==> config.mk <==
export PLATFORM = sky130hd
export DESIGN_NAME = dirty_message_round_robin_sender_flat
export DESIGN_NICKNAME = d
export VERILOG_FILES = /design/src/dmrrs_pkg.sv /design/src/dmrrs_ifs.sv /design/src/dmrrs_front.sv /design/src/dmrrs_queue.sv /design/src/dmrrs_back.sv /design/src/dirty_message_round_robin_sender.sv /design/src/flat_wrapper.sv
export SDC_FILE = /design/constraint.sdc
export NUM_CORES = 1
export LEC_CHECK = 0
export BUFFER_PORTS_ARGS = -buffer_cell sky130_fd_sc_hd__buf_2
export CORE_ASPECT_RATIO = 0.5
export CORE_MARGIN = 2
export CORE_UTILIZATION = 35
export CTS_CLUSTER_SIZE = 25
export DETAILED_ROUTE_END_ITERATION = 10
export SYNTH_ARGS = -nofsm -noshare
export SYNTH_HDL_FRONTEND = slang
export SYNTH_SLANG_ARGS = --single-unit
==> constraint.sdc <==
create_clock -name clk -period 4.8 [get_ports clk]
set_clock_uncertainty 0.2 [all_clocks]
set_input_delay 0.24 -clock clk [delete_from_list [all_inputs] [get_ports clk]]
set_output_delay 0.24 -clock clk [all_outputs]
set_load 0.1 [all_outputs]
==> src/dmrrs_pkg.sv <==
`timescale 1ns / 1ps
// ----------------------------------------------------------------------------
// dmrrs_pkg
// shared codes, reset values and bundle types of the round-robin sender
// ----------------------------------------------------------------------------
package dmrrs_pkg;

  // operation codes of an input item
  localparam logic [2:0] OP_LOAD    = 3'd0;
  localparam logic [2:0] OP_SET     = 3'd1;
  localparam logic [2:0] OP_REFRESH = 3'd2;
  localparam logic [2:0] OP_QUIESCE = 3'd3;
  localparam logic [2:0] OP_POLL    = 3'd4;

  // configuration register indexes
  localparam logic [1:0] REG_COUNT   = 2'd0;
  localparam logic [1:0] REG_LOW     = 2'd1;
  localparam logic [1:0] REG_HIGH    = 2'd2;
  localparam logic [1:0] REG_LENGTHS = 2'd3;

  // configuration reset values
  localparam logic [3:0]  COUNT_RST   = 4'd8;
  localparam logic [63:0] LOW_RST     = 64'd0;
  localparam logic [63:0] HIGH_RST    = 64'hFFFF_FFFF_FFFF_FFFF;
  localparam logic [31:0] LENGTHS_RST = 32'h8888_8888;

  typedef struct packed {
    logic [3:0]  count;
    logic [63:0] low;
    logic [63:0] high;
    logic [31:0] lengths;
  } cfg_t;

  // classified command passed from front to back
  typedef struct packed {
    logic [2:0] op;
    logic [2:0] instrument;
    logic [2:0] pos;
    logic [7:0] value;
  } cmd_t;

  typedef struct packed {
    logic       sent;
    logic [2:0] instrument_sent;
    logic [7:0] byte_value;
    logic       last;
  } res_t;

endpackage

==> src/dmrrs_ifs.sv <==
`timescale 1ns / 1ps
// ----------------------------------------------------------------------------
// dmrrs channel interfaces
// valid/ready channels for input items, result items and register writes
// ----------------------------------------------------------------------------
interface dmrrs_in_if;
  logic       valid;
  logic       ready;
  logic [2:0] op;
  logic [2:0] instrument;
  logic [2:0] byte_position;
  logic [7:0] value;

  modport source (output valid, op, instrument, byte_position, value, input ready);
  modport sink (input valid, op, instrument, byte_position, value, output ready);
endinterface

interface dmrrs_out_if;
  logic       valid;
  logic       ready;
  logic       sent;
  logic [2:0] instrument_sent;
  logic [7:0] byte_value;
  logic       last;

  modport source (output valid, sent, instrument_sent, byte_value, last, input ready);
  modport sink (input valid, sent, instrument_sent, byte_value, last, output ready);
endinterface

interface dmrrs_cfg_if;
  logic        valid;
  logic        ready;
  logic [1:0]  index;
  logic [63:0] data;

  modport source (output valid, index, data, input ready);
  modport sink (input valid, index, data, output ready);
endinterface

==> src/dmrrs_front.sv <==
`timescale 1ns / 1ps
// ----------------------------------------------------------------------------
// dmrrs_front
// classifies input items, drops ignored ones and clamps set values
// ----------------------------------------------------------------------------
module dmrrs_front #(
  parameter int INSTRUMENTS   = 8,
  parameter int MESSAGE_BYTES = 8
) (
  input  logic [2:0]          op,
  input  logic [2:0]          instrument,
  input  logic [2:0]          byte_position,
  input  logic [7:0]          value,
  input  dmrrs_pkg::cfg_t     cfg,
  output logic                keep,
  output dmrrs_pkg::cmd_t     cmd
);

  localparam logic [4:0] INST_LIM = 5'(INSTRUMENTS);
  localparam logic [4:0] BYTE_LIM = 5'(MESSAGE_BYTES);

  logic       inst_ok;
  logic       pos_ok;
  logic [7:0] lo;
  logic [7:0] hi;
  logic [7:0] clamped;

  assign inst_ok = {2'b00, instrument} < INST_LIM;
  assign pos_ok  = {2'b00, byte_position} < BYTE_LIM;

  // instrument field is three bits, so it always has a packed limit slot
  assign lo = cfg.low[{instrument, 3'b000} +: 8];
  assign hi = cfg.high[{instrument, 3'b000} +: 8];

  // when the limits cross, a value below low takes low and any other takes high
  always_comb begin
    if (value < lo) begin
      clamped = lo;
    end else if (value > hi) begin
      clamped = hi;
    end else begin
      clamped = value;
    end
  end

  always_comb begin
    cmd.op         = op;
    cmd.instrument = instrument;
    cmd.pos        = byte_position;
    cmd.value      = (op == dmrrs_pkg::OP_SET) ? clamped : value;
    case (op)
      dmrrs_pkg::OP_LOAD, dmrrs_pkg::OP_SET: begin
        keep = inst_ok && pos_ok;
      end
      dmrrs_pkg::OP_REFRESH, dmrrs_pkg::OP_QUIESCE: begin
        keep = inst_ok;
      end
      dmrrs_pkg::OP_POLL: begin
        keep = 1'b1;
      end
      default: begin
        keep = 1'b0;
      end
    endcase
  end

endmodule

==> src/dmrrs_queue.sv <==
`timescale 1ns / 1ps
// ----------------------------------------------------------------------------
// dmrrs_queue
// small command queue decoupling the front from the back
// ----------------------------------------------------------------------------
module dmrrs_queue #(
  parameter int DEPTH = 2
) (
  input  logic            clk,
  input  logic            rst_n,
  input  logic            push,
  input  dmrrs_pkg::cmd_t push_data,
  output logic            full,
  input  logic            pop,
  output logic            head_valid,
  output dmrrs_pkg::cmd_t head
);

  localparam int PTR_W = (DEPTH > 1) ? $clog2(DEPTH) : 1;
  localparam int CNT_W = $clog2(DEPTH + 1);
  localparam logic [PTR_W-1:0] PTR_LAST = PTR_W'(DEPTH - 1);
  localparam logic [CNT_W-1:0] CNT_FULL = CNT_W'(DEPTH);

  dmrrs_pkg::cmd_t   q_r [DEPTH];
  logic [PTR_W-1:0]  wr_ptr_r, wr_ptr_nxt;
  logic [PTR_W-1:0]  rd_ptr_r, rd_ptr_nxt;
  logic [CNT_W-1:0]  cnt_r, cnt_nxt;
  logic              do_push, do_pop;

  assign full       = (cnt_r == CNT_FULL);
  assign head_valid = (cnt_r != '0);
  assign head       = q_r[rd_ptr_r];
  assign do_push    = push && !full;
  assign do_pop     = pop && head_valid;

  always_comb begin
    wr_ptr_nxt = wr_ptr_r;
    rd_ptr_nxt = rd_ptr_r;
    cnt_nxt    = cnt_r;
    if (do_push) begin
      wr_ptr_nxt = (wr_ptr_r == PTR_LAST) ? '0 : wr_ptr_r + 1'b1;
    end
    if (do_pop) begin
      rd_ptr_nxt = (rd_ptr_r == PTR_LAST) ? '0 : rd_ptr_r + 1'b1;
    end
    if (do_push && !do_pop) begin
      cnt_nxt = cnt_r + 1'b1;
    end else if (do_pop && !do_push) begin
      cnt_nxt = cnt_r - 1'b1;
    end
  end

  always_ff @(posedge clk) begin
    if (!rst_n) begin
      wr_ptr_r <= '0;
      rd_ptr_r <= '0;
      cnt_r    <= '0;
    end else begin
      wr_ptr_r <= wr_ptr_nxt;
      rd_ptr_r <= rd_ptr_nxt;
      cnt_r    <= cnt_nxt;
    end
  end

  always_ff @(posedge clk) begin
    if (do_push) begin
      q_r[wr_ptr_r] <= push_data;
    end
  end

endmodule

==> src/dmrrs_back.sv <==
`timescale 1ns / 1ps
// ----------------------------------------------------------------------------
// dmrrs_back
// message store, dirty flags, round-robin scan and byte emission
// ----------------------------------------------------------------------------
module dmrrs_back #(
  parameter int INSTRUMENTS   = 8,
  parameter int MESSAGE_BYTES = 8
) (
  input  logic            clk,
  input  logic            rst_n,
  input  dmrrs_pkg::cfg_t cfg,
  input  logic            cmd_valid,
  input  dmrrs_pkg::cmd_t cmd,
  output logic            cmd_pop,
  output logic            res_valid,
  output dmrrs_pkg::res_t res,
  input  logic            res_ready
);

  localparam int DEPTH  = INSTRUMENTS * MESSAGE_BYTES;
  localparam int ADDR_W = (DEPTH > 1) ? $clog2(DEPTH) : 1;
  localparam int INST_W = (INSTRUMENTS > 1) ? $clog2(INSTRUMENTS) : 1;
  localparam int NCNT_W = $clog2(INSTRUMENTS + 1);
  localparam int BPOS_W = (MESSAGE_BYTES > 1) ? $clog2(MESSAGE_BYTES) : 1;
  localparam int LEN_W  = $clog2(MESSAGE_BYTES + 1);
  localparam logic [4:0] INST_LIM = 5'(INSTRUMENTS);
  localparam logic [4:0] BYTE_LIM = 5'(MESSAGE_BYTES);

  localparam logic [2:0] ST_IDLE      = 3'd0;
  localparam logic [2:0] ST_SET_CHK   = 3'd1;
  localparam logic [2:0] ST_SCAN      = 3'd2;
  localparam logic [2:0] ST_EMIT_RD   = 3'd3;
  localparam logic [2:0] ST_EMIT_PUSH = 3'd4;
  localparam logic [2:0] ST_NONE      = 3'd5;

  function automatic logic [ADDR_W-1:0] slot_addr(logic [INST_W-1:0] inst,
                                                  logic [BPOS_W-1:0] pos);
    return ADDR_W'(32'(inst) * 32'(MESSAGE_BYTES) + 32'(pos));
  endfunction

  // store with per-entry valid bits, an unwritten entry reads as zero
  logic [7:0]        mem [DEPTH];
  logic [DEPTH-1:0]  vld_r;
  logic [7:0]        rd_data_r;
  logic              rd_vld_r;
  logic [7:0]        rd_byte;
  logic              mem_we, mem_re;
  logic [ADDR_W-1:0] mem_waddr, mem_raddr;
  logic [7:0]        mem_wdata;

  logic [2:0]              state_r, state_nxt;
  logic [INSTRUMENTS-1:0]  dirty_r, dirty_nxt;
  logic [INST_W-1:0]       next_r, next_nxt;
  logic [INST_W-1:0]       cand_r, cand_nxt;
  logic [NCNT_W-1:0]       n_r, n_nxt;
  logic [NCNT_W-1:0]       left_r, left_nxt;
  logic [LEN_W-1:0]        len_r, len_nxt;
  logic [BPOS_W-1:0]       b_r, b_nxt;
  logic [ADDR_W-1:0]       set_addr_r, set_addr_nxt;
  logic [7:0]              set_val_r, set_val_nxt;
  logic [INST_W-1:0]       set_inst_r, set_inst_nxt;

  logic                    out_valid_r;
  dmrrs_pkg::res_t         out_res_r;
  logic                    out_load;
  logic                    push;
  dmrrs_pkg::res_t         push_res;

  logic [INST_W-1:0]       cmd_inst;
  logic [ADDR_W-1:0]       cmd_addr;
  logic [4:0]              cnt5, n5;
  logic [NCNT_W-1:0]       n_eff;
  logic [INST_W-1:0]       start;
  logic [NCNT_W-1:0]       cand_inc;
  logic [INST_W-1:0]       cand_step;
  logic [3:0]              cand4;
  logic [3:0]              nib;
  logic [4:0]              len5;
  logic                    is_last;

  assign rd_byte  = rd_vld_r ? rd_data_r : 8'd0;
  assign cmd_inst = INST_W'(cmd.instrument);
  assign cmd_addr = slot_addr(cmd_inst, BPOS_W'(cmd.pos));

  // effective instrument count and scan start
  assign cnt5  = {1'b0, cfg.count};
  assign n5    = (cnt5 == 5'd0) ? 5'd1 : ((cnt5 > INST_LIM) ? INST_LIM : cnt5);
  assign n_eff = NCNT_W'(n5);
  assign start = (NCNT_W'(next_r) < n_eff) ? next_r : '0;

  assign cand_inc  = NCNT_W'(cand_r) + 1'b1;
  assign cand_step = (cand_inc == n_r) ? '0 : INST_W'(cand_inc);

  // message length of the candidate
  assign cand4 = 4'(cand_r);
  assign nib   = cfg.lengths[{cand4[2:0], 2'b00} +: 4];
  always_comb begin
    if (cand4 > 4'd7) begin
      len5 = BYTE_LIM;
    end else if (nib == 4'd0) begin
      len5 = 5'd1;
    end else if ({1'b0, nib} > BYTE_LIM) begin
      len5 = BYTE_LIM;
    end else begin
      len5 = {1'b0, nib};
    end
  end

  assign is_last  = (LEN_W'(b_r) + 1'b1) == len_r;
  assign out_load = !out_valid_r || res_ready;

  always_comb begin
    state_nxt    = state_r;
    dirty_nxt    = dirty_r;
    next_nxt     = next_r;
    cand_nxt     = cand_r;
    n_nxt        = n_r;
    left_nxt     = left_r;
    len_nxt      = len_r;
    b_nxt        = b_r;
    set_addr_nxt = set_addr_r;
    set_val_nxt  = set_val_r;
    set_inst_nxt = set_inst_r;
    mem_we       = 1'b0;
    mem_re       = 1'b0;
    mem_waddr    = '0;
    mem_raddr    = '0;
    mem_wdata    = 8'd0;
    cmd_pop      = 1'b0;
    push         = 1'b0;
    push_res     = '0;
    case (state_r)
      ST_IDLE: begin
        if (cmd_valid) begin
          cmd_pop = 1'b1;
          case (cmd.op)
            dmrrs_pkg::OP_LOAD: begin
              mem_we    = 1'b1;
              mem_waddr = cmd_addr;
              mem_wdata = cmd.value;
            end
            dmrrs_pkg::OP_SET: begin
              mem_re       = 1'b1;
              mem_raddr    = cmd_addr;
              set_addr_nxt = cmd_addr;
              set_val_nxt  = cmd.value;
              set_inst_nxt = cmd_inst;
              state_nxt    = ST_SET_CHK;
            end
            dmrrs_pkg::OP_REFRESH: begin
              dirty_nxt[cmd_inst] = 1'b1;
            end
            dmrrs_pkg::OP_QUIESCE: begin
              dirty_nxt[cmd_inst] = 1'b0;
            end
            dmrrs_pkg::OP_POLL: begin
              n_nxt     = n_eff;
              left_nxt  = n_eff;
              cand_nxt  = start;
              state_nxt = ST_SCAN;
            end
            default: begin
            end
          endcase
        end
      end
      ST_SET_CHK: begin
        // write and mark dirty only on a change
        if (rd_byte != set_val_r) begin
          mem_we                = 1'b1;
          mem_waddr             = set_addr_r;
          mem_wdata             = set_val_r;
          dirty_nxt[set_inst_r] = 1'b1;
        end
        state_nxt = ST_IDLE;
      end
      ST_SCAN: begin
        if (dirty_r[cand_r]) begin
          dirty_nxt[cand_r] = 1'b0;
          next_nxt          = cand_step;
          len_nxt           = LEN_W'(len5);
          b_nxt             = '0;
          state_nxt         = ST_EMIT_RD;
        end else if (left_r == NCNT_W'(1)) begin
          state_nxt = ST_NONE;
        end else begin
          cand_nxt = cand_step;
          left_nxt = left_r - 1'b1;
        end
      end
      ST_EMIT_RD: begin
        mem_re    = 1'b1;
        mem_raddr = slot_addr(cand_r, b_r);
        state_nxt = ST_EMIT_PUSH;
      end
      ST_EMIT_PUSH: begin
        if (out_load) begin
          push                     = 1'b1;
          push_res.sent            = 1'b1;
          push_res.instrument_sent = 3'(cand_r);
          push_res.byte_value      = rd_byte;
          push_res.last            = is_last;
          if (is_last) begin
            state_nxt = ST_IDLE;
          end else begin
            b_nxt     = b_r + 1'b1;
            state_nxt = ST_EMIT_RD;
          end
        end
      end
      ST_NONE: begin
        if (out_load) begin
          push          = 1'b1;
          push_res.last = 1'b1;
          state_nxt     = ST_IDLE;
        end
      end
      default: begin
        state_nxt = ST_IDLE;
      end
    endcase
  end

  always_ff @(posedge clk) begin
    if (!rst_n) begin
      state_r     <= ST_IDLE;
      dirty_r     <= '0;
      next_r      <= '0;
      vld_r       <= '0;
      out_valid_r <= 1'b0;
    end else begin
      state_r <= state_nxt;
      dirty_r <= dirty_nxt;
      next_r  <= next_nxt;
      if (mem_we) begin
        vld_r[mem_waddr] <= 1'b1;
      end
      if (push) begin
        out_valid_r <= 1'b1;
      end else if (res_ready) begin
        out_valid_r <= 1'b0;
      end
    end
  end

  always_ff @(posedge clk) begin
    cand_r     <= cand_nxt;
    n_r        <= n_nxt;
    left_r     <= left_nxt;
    len_r      <= len_nxt;
    b_r        <= b_nxt;
    set_addr_r <= set_addr_nxt;
    set_val_r  <= set_val_nxt;
    set_inst_r <= set_inst_nxt;
    if (push) begin
      out_res_r <= push_res;
    end
  end

  always_ff @(posedge clk) begin
    if (mem_we) begin
      mem[mem_waddr] <= mem_wdata;
    end
    if (mem_re) begin
      rd_data_r <= mem[mem_raddr];
      rd_vld_r  <= vld_r[mem_raddr];
    end
  end

  assign res_valid = out_valid_r;
  assign res       = out_res_r;

endmodule

==> src/dirty_message_round_robin_sender.sv <==
`timescale 1ns / 1ps
// ----------------------------------------------------------------------------
// dirty_message_round_robin_sender
// per-instrument byte messages with dirty flags, sent out round-robin on poll
// ----------------------------------------------------------------------------
// Each instrument owns a short byte message and a dirty flag. Load writes a
// byte as given, set clamps it to the instrument's limits and marks the
// instrument dirty when the stored byte changes, refresh and quiesce set and
// clear the flag. A poll scans from the next-instrument pointer for the first
// dirty instrument and sends its message, one result item per byte with last
// on the final one; with nothing dirty it gives a single idle item (sent low,
// last high). The input side takes an item per cycle while the queue has
// room. In the back, load, refresh and quiesce act as the command leaves the
// queue, and set is a read of the stored byte followed by the conditional
// write. A poll leaves the queue, checks the instruments one by one and then
// sends each message byte as a read of the single-port message store
// followed by a load of the output register, which a stalled result channel
// holds back. A two-entry command queue lets new items enter while a poll
// is still emitting. Register writes are taken every cycle; message store
// entries read as zero until first written.
// ----------------------------------------------------------------------------
module dirty_message_round_robin_sender #(
  parameter int INSTRUMENTS   = 8,
  parameter int MESSAGE_BYTES = 8,
  parameter int QUEUE_DEPTH   = 2
) (
  input  logic              clk,
  input  logic              rst_n,
  dmrrs_in_if.sink          in_if,
  dmrrs_out_if.source       out_if,
  dmrrs_cfg_if.sink         cfg_if
);

  // configuration registers
  dmrrs_pkg::cfg_t cfg_r;

  // front to queue
  logic            keep;
  dmrrs_pkg::cmd_t front_cmd;
  logic            q_full;
  logic            q_push;

  // queue to back
  logic            q_head_valid;
  dmrrs_pkg::cmd_t q_head;
  logic            q_pop;

  // back to output channel
  logic            res_valid;
  dmrrs_pkg::res_t res;

  // register port never stalls
  assign cfg_if.ready = 1'b1;

  always_ff @(posedge clk) begin
    if (!rst_n) begin
      cfg_r.count   <= dmrrs_pkg::COUNT_RST;
      cfg_r.low     <= dmrrs_pkg::LOW_RST;
      cfg_r.high    <= dmrrs_pkg::HIGH_RST;
      cfg_r.lengths <= dmrrs_pkg::LENGTHS_RST;
    end else if (cfg_if.valid) begin
      case (cfg_if.index)
        dmrrs_pkg::REG_COUNT:   cfg_r.count   <= cfg_if.data[3:0];
        dmrrs_pkg::REG_LOW:     cfg_r.low     <= cfg_if.data;
        dmrrs_pkg::REG_HIGH:    cfg_r.high    <= cfg_if.data;
        dmrrs_pkg::REG_LENGTHS: cfg_r.lengths <= cfg_if.data[31:0];
        default: begin
        end
      endcase
    end
  end

  // front: classify and clamp, ignored items are accepted and dropped
  dmrrs_front #(
    .INSTRUMENTS   (INSTRUMENTS),
    .MESSAGE_BYTES (MESSAGE_BYTES)
  ) u_front (
    .op            (in_if.op),
    .instrument    (in_if.instrument),
    .byte_position (in_if.byte_position),
    .value         (in_if.value),
    .cfg           (cfg_r),
    .keep          (keep),
    .cmd           (front_cmd)
  );

  assign in_if.ready = !q_full;
  assign q_push      = in_if.valid && !q_full && keep;

  dmrrs_queue #(
    .DEPTH (QUEUE_DEPTH)
  ) u_queue (
    .clk        (clk),
    .rst_n      (rst_n),
    .push       (q_push),
    .push_data  (front_cmd),
    .full       (q_full),
    .pop        (q_pop),
    .head_valid (q_head_valid),
    .head       (q_head)
  );

  // back: store, flags, scan and emission with its own output register
  dmrrs_back #(
    .INSTRUMENTS   (INSTRUMENTS),
    .MESSAGE_BYTES (MESSAGE_BYTES)
  ) u_back (
    .clk       (clk),
    .rst_n     (rst_n),
    .cfg       (cfg_r),
    .cmd_valid (q_head_valid),
    .cmd       (q_head),
    .cmd_pop   (q_pop),
    .res_valid (res_valid),
    .res       (res),
    .res_ready (out_if.ready)
  );

  assign out_if.valid           = res_valid;
  assign out_if.sent            = res.sent;
  assign out_if.instrument_sent = res.instrument_sent;
  assign out_if.byte_value      = res.byte_value;
  assign out_if.last            = res.last;

endmodule

==> src/flat_wrapper.sv <==
// flat-port wrapper written by rule: the top's interface ports become plain ports
module dirty_message_round_robin_sender_flat 
#(
  parameter int INSTRUMENTS   = 8,
  parameter int MESSAGE_BYTES = 8,
  parameter int QUEUE_DEPTH   = 2
)
  (clk, rst_n, in_if_valid, in_if_op, in_if_instrument, in_if_byte_position, in_if_value, in_if_ready, out_if_valid, out_if_sent, out_if_instrument_sent, out_if_byte_value, out_if_last, out_if_ready, cfg_if_valid, cfg_if_index, cfg_if_data, cfg_if_ready);
  dmrrs_in_if in_if_i ();
  dmrrs_out_if out_if_i ();
  dmrrs_cfg_if cfg_if_i ();
  input  logic clk;
  input  logic rst_n;
  input wire logic [$bits(in_if_i.valid)-1:0] in_if_valid;
  input wire logic [$bits(in_if_i.op)-1:0] in_if_op;
  input wire logic [$bits(in_if_i.instrument)-1:0] in_if_instrument;
  input wire logic [$bits(in_if_i.byte_position)-1:0] in_if_byte_position;
  input wire logic [$bits(in_if_i.value)-1:0] in_if_value;
  output wire logic [$bits(in_if_i.ready)-1:0] in_if_ready;
  output wire logic [$bits(out_if_i.valid)-1:0] out_if_valid;
  output wire logic [$bits(out_if_i.sent)-1:0] out_if_sent;
  output wire logic [$bits(out_if_i.instrument_sent)-1:0] out_if_instrument_sent;
  output wire logic [$bits(out_if_i.byte_value)-1:0] out_if_byte_value;
  output wire logic [$bits(out_if_i.last)-1:0] out_if_last;
  input wire logic [$bits(out_if_i.ready)-1:0] out_if_ready;
  input wire logic [$bits(cfg_if_i.valid)-1:0] cfg_if_valid;
  input wire logic [$bits(cfg_if_i.index)-1:0] cfg_if_index;
  input wire logic [$bits(cfg_if_i.data)-1:0] cfg_if_data;
  output wire logic [$bits(cfg_if_i.ready)-1:0] cfg_if_ready;
  assign in_if_i.valid = in_if_valid;
  assign in_if_i.op = in_if_op;
  assign in_if_i.instrument = in_if_instrument;
  assign in_if_i.byte_position = in_if_byte_position;
  assign in_if_i.value = in_if_value;
  assign in_if_ready = in_if_i.ready;
  assign out_if_valid = out_if_i.valid;
  assign out_if_sent = out_if_i.sent;
  assign out_if_instrument_sent = out_if_i.instrument_sent;
  assign out_if_byte_value = out_if_i.byte_value;
  assign out_if_last = out_if_i.last;
  assign out_if_i.ready = out_if_ready;
  assign cfg_if_i.valid = cfg_if_valid;
  assign cfg_if_i.index = cfg_if_index;
  assign cfg_if_i.data = cfg_if_data;
  assign cfg_if_ready = cfg_if_i.ready;
  dirty_message_round_robin_sender #(.INSTRUMENTS(INSTRUMENTS), .MESSAGE_BYTES(MESSAGE_BYTES), .QUEUE_DEPTH(QUEUE_DEPTH)) u_core (.clk(clk), .rst_n(rst_n), .in_if(in_if_i), .out_if(out_if_i), .cfg_if(cfg_if_i));
endmodule
==> out/metrics.cfg <==
[run_status]
status=complete, no violations

[grt]
overflow=0
grt.busiest_layer=met2
grt_antenna_before_repair=3
grt_first_pass_wirelength_mm=155
track_usage_pct=19.5
grt_max_degree=73
grt_use_met3_pct=4.92
grt_pass1_vias=24800
met2_usage_pct=30.7
grt_use_met1_pct=26.1

[timing]
worst_pin_slew_ns=1.25
rsz0062_at_grt=false
fin_setup_tns_ns=0
timing.fmax_mhz=232
drv_slew=0
setup_viol=0
hold_viol=0
holdWs_ns=0.0762
min_period_ns=4.30
slew_headroom_pct=16.1
period_share_pct=89.6

[setup_path]
cp.required_ns=5.01
critPathSlowestCell=a31oi_1
worst-path-buf-inv=2
critPathKind=reg2reg
worstPathArrival_ns=4.51
r2r_slack_ns=0.50
critPathLaunchType=flip-flop
worstPathCellList=mux2i_4, nand3_2, o21bai_4, inv_4, a22oi_4, buf_4, a21oi_1, a21boi_0, a211oi_1, a31oi_1, nand3_1, a32o_1
cp_top_family=compound AO/OA/AOI/OAI gates
cp_max_fo=37
cpPeakStageDelay_ns=0.58
end_kind=flip-flop

[placement]
dpl.hpwl_mm=68.6
portBuffers=102
gp_congestion=0.884
place_area_sq_um=38100

[clock_tree]
postCtsHoldBufs=89
clk_path_buf_depth=3
clk_pin_slew_ns=0.06
cts_tree=done
htree_levels=3
insertion_delay_ns=0.66
numCtsBuffers=83
clockRootBuffer=clkbuf_16
cts_num_sinks=848
ctsResizeCount=0
cts_setup_buffers=0

[floorplan]
dieArea_sq_um=104000
io_pins=104
die_x_um=455
initial_core_util_pct=35.4
row_count=82
core_sq_um=100000
die_h_um=229

[power_and_ir_drop]
power_frac_comb_pct=15.6
switching_share_pct=27.4
peakVddDrop_mv=0.247
internal-power_uw=13200
power_per_cell_area_nw_per_um2=434
power.switching_uw=4970
p_seq_share_pct=47.3
finalPower_uw=18200
clkPwrFrac_pct=37.1
leakagePower_uw=0.0147

[yosys]
synth.net_count=3270
yosys-top-cells-area=edfxtp_1, dfxtp_1, nand2_1
synth_area_per_cell_sq_um=11.3
synth_edf_count=600
synthFlopType=edfxtp_1
netlist_instances=3159
async_reset_ff_share_pct=0
synth_warnings=0
yosysSeqAreaShare_pct=64.7
synth_largest_area_cell=edfxtp_1
ys_ff_latch=848
synth_cell_types=84
yosysTopAreaCellShare_pct=50.7
synth_common_cells=nand2_1, edfxtp_1, a21oi_1
syn-cell-area_sq_um=35500
yosysMostFrequentCell=nand2_1

[drt]
drt_iter0_drc=2743
drc=0
wl_per_cell_um=21.5
ant_nets=0
viasPerCell=5.38
via_count=25800
first_pass_iters=6
drt-total-wl_mm=103

[final_layout]
areaGrowthSynthToFinish_pct=17.6
nets=3492
final_area_sq_um=41800
layout-drive-gt1-share_pct=13.8

[min_path]
worstHoldPathType=in2reg

[job]
cap_viol_max_count=0

-- metrics by stage --
stage / setup slack [ns] / util, % / instances
after floorplan: 0.965 / - / 3159
after global placement: 0.635 / 37.9 / 4551
after detailed placement: 0.584 / 37.9 / 4551
after CTS: 0.583 / 41.6 / 4794
after global routing: 0.297 / 41.6 / 4795
final: 0.499 / 41.6 / 4795
-- layout by cell type (no fill, tap or decap), types with 8 or more instances in the layout --
cell / synthesis / final
a31oi_1: 22 / 22
mux2i_1: 40 / 40
nand2b_1: 11 / 11
nor3_1: 18 / 18
bufinv_16: 0 / 11
clkinv_2: 0 / 17
buf_2: 65 / 101
buf_12: 0 / 9
mux2_2: 15 / 15
xnor2_1: 10 / 10
mux4_2: 40 / 40
xor2_1: 8 / 8
dlygate4sd3_1: 0 / 89
edfxtp_1: 600 / 600
inv_6: 0 / 9
a32oi_1: 23 / 23
dfxtp_1: 248 / 248
a211oi_1: 34 / 34
nor2_1: 148 / 146
a22oi_1: 44 / 44
o22ai_1: 14 / 13
clkinv_1: 2 / 12
ha_1: 23 / 23
and3_1: 14 / 14
clkbuf_1: 103 / 12
nand3_1: 156 / 156
a22o_1: 16 / 8
o221ai_1: 13 / 13
o21ai_0: 69 / 69
o21a_1: 42 / 41
clkbuf_16: 0 / 84
buf_4: 13 / 148
o211a_1: 8 / 8
a21oi_1: 357 / 357
inv_1: 17 / 17
a22o_2: 0 / 8
nand2_1: 829 / 829
a221oi_1: 16 / 16
-- worst reg2reg max path: cells and delay by family, from the launching register on --
kind	cells	cell delay [ns]
flops	1	0.54
mux	1	0.34
simple gates	2	0.45
compound gates	7	1.90
buf+inv	2	0.64
-- routing by layer --
metal  part of all wire, %  up-vias
met5                 0.013        -
met1                    42    12800
met2                    46      945
met3                   8.1      192
li1                      -    11900
met4                   3.6        2
-- cell families (layout without fill, tap and decap cells) --
kind of cell / after synthesis / in the layout / share of synthesized area (%)
compound gates: 714 / 714 / 12.5
buf+inv: 230 / 521 / 2.96
flops: 848 / 848 / 64.7
mux: 97 / 97 / 4.26
xor+xnor: 18 / 18 / 0.444
other cells: 1 / 2 / 0.0105
simple gates: 1228 / 1228 / 14.3
fa+ha+maj: 23 / 23 / 0.810
-- sequential cells by signal, indices dropped and copies added (netlist names), named ones only --
signal / count
u_core.u_back.set_addr_r: 6
u_core.u_back.rd_vld_r: 1
u_core.u_back.b_r: 3
u_core.cfg_r: 164
u_core.u_back.vld_r: 64
u_core.u_back.rd_data_r: 8
u_core.u_back.res: 13
u_core.u_back.set_val_r: 8
u_core.u_queue.q_r: 34
u_core.u_back.next_r: 3
u_core.u_back.state_r: 3
u_core.u_back.cand_r: 3
u_core.u_back.res_valid: 1
u_core.u_back.len_r: 4
u_core.u_queue.rd_ptr_r: 1
u_core.u_back.n_r: 4
u_core.u_back.mem: 512
u_core.u_queue.cnt_r: 2
u_core.u_back.left_r: 4
u_core.u_queue.wr_ptr_r: 1
-- power groups by stage --
stage | sequential (uW) | combinational [uW] | clock, uW
after floorplan | 8680 | 1690 | 0
after global placement | 8720 | 2710 | 0
after detailed placement | 8730 | 2750 | 0
after CTS | 8580 | 2810 | 6850
after global routing | 8600 | 3050 | 7120
final | 8580 | 2830 | 6740
-- cell type report --
cell class | instances | area [sq um]
Sequential cell | 848 | 23000
Fill cell | 9383 | 58700
Multi-Input combinational cell | 2081 | 11600
Clock inverter | 54 | 594
Antenna cell | 1 | 2.50
Timing Repair Buffer | 347 | 2690
Inverter | 20 | 78.8
Tap cell | 1344 | 1680
Clock buffer | 100 | 2200
-- path summary, 6_finish.rpt --
| check | startpoint | end | cells after the start |
|---|---|---|---|
| hold / removal | in_if_instrument[0] | u_core.u_queue.q_r[0][11]$_DFFE_PP_ | 2 |
| setup / recovery | flip-flop | u_core.u_back.rd_data_r[6]$_DFFE_PP_ | 12 |
| hold reg to reg | u_core.cfg_r[108]$_SDFFE_PN0P_ | u_core.cfg_r[108]$_SDFFE_PN0P_ | 2 |
| setup reg to reg | flip-flop | u_core.u_back.rd_data_r[6]$_DFFE_PP_ | 12 |
(Power assumes the default switching activity.)
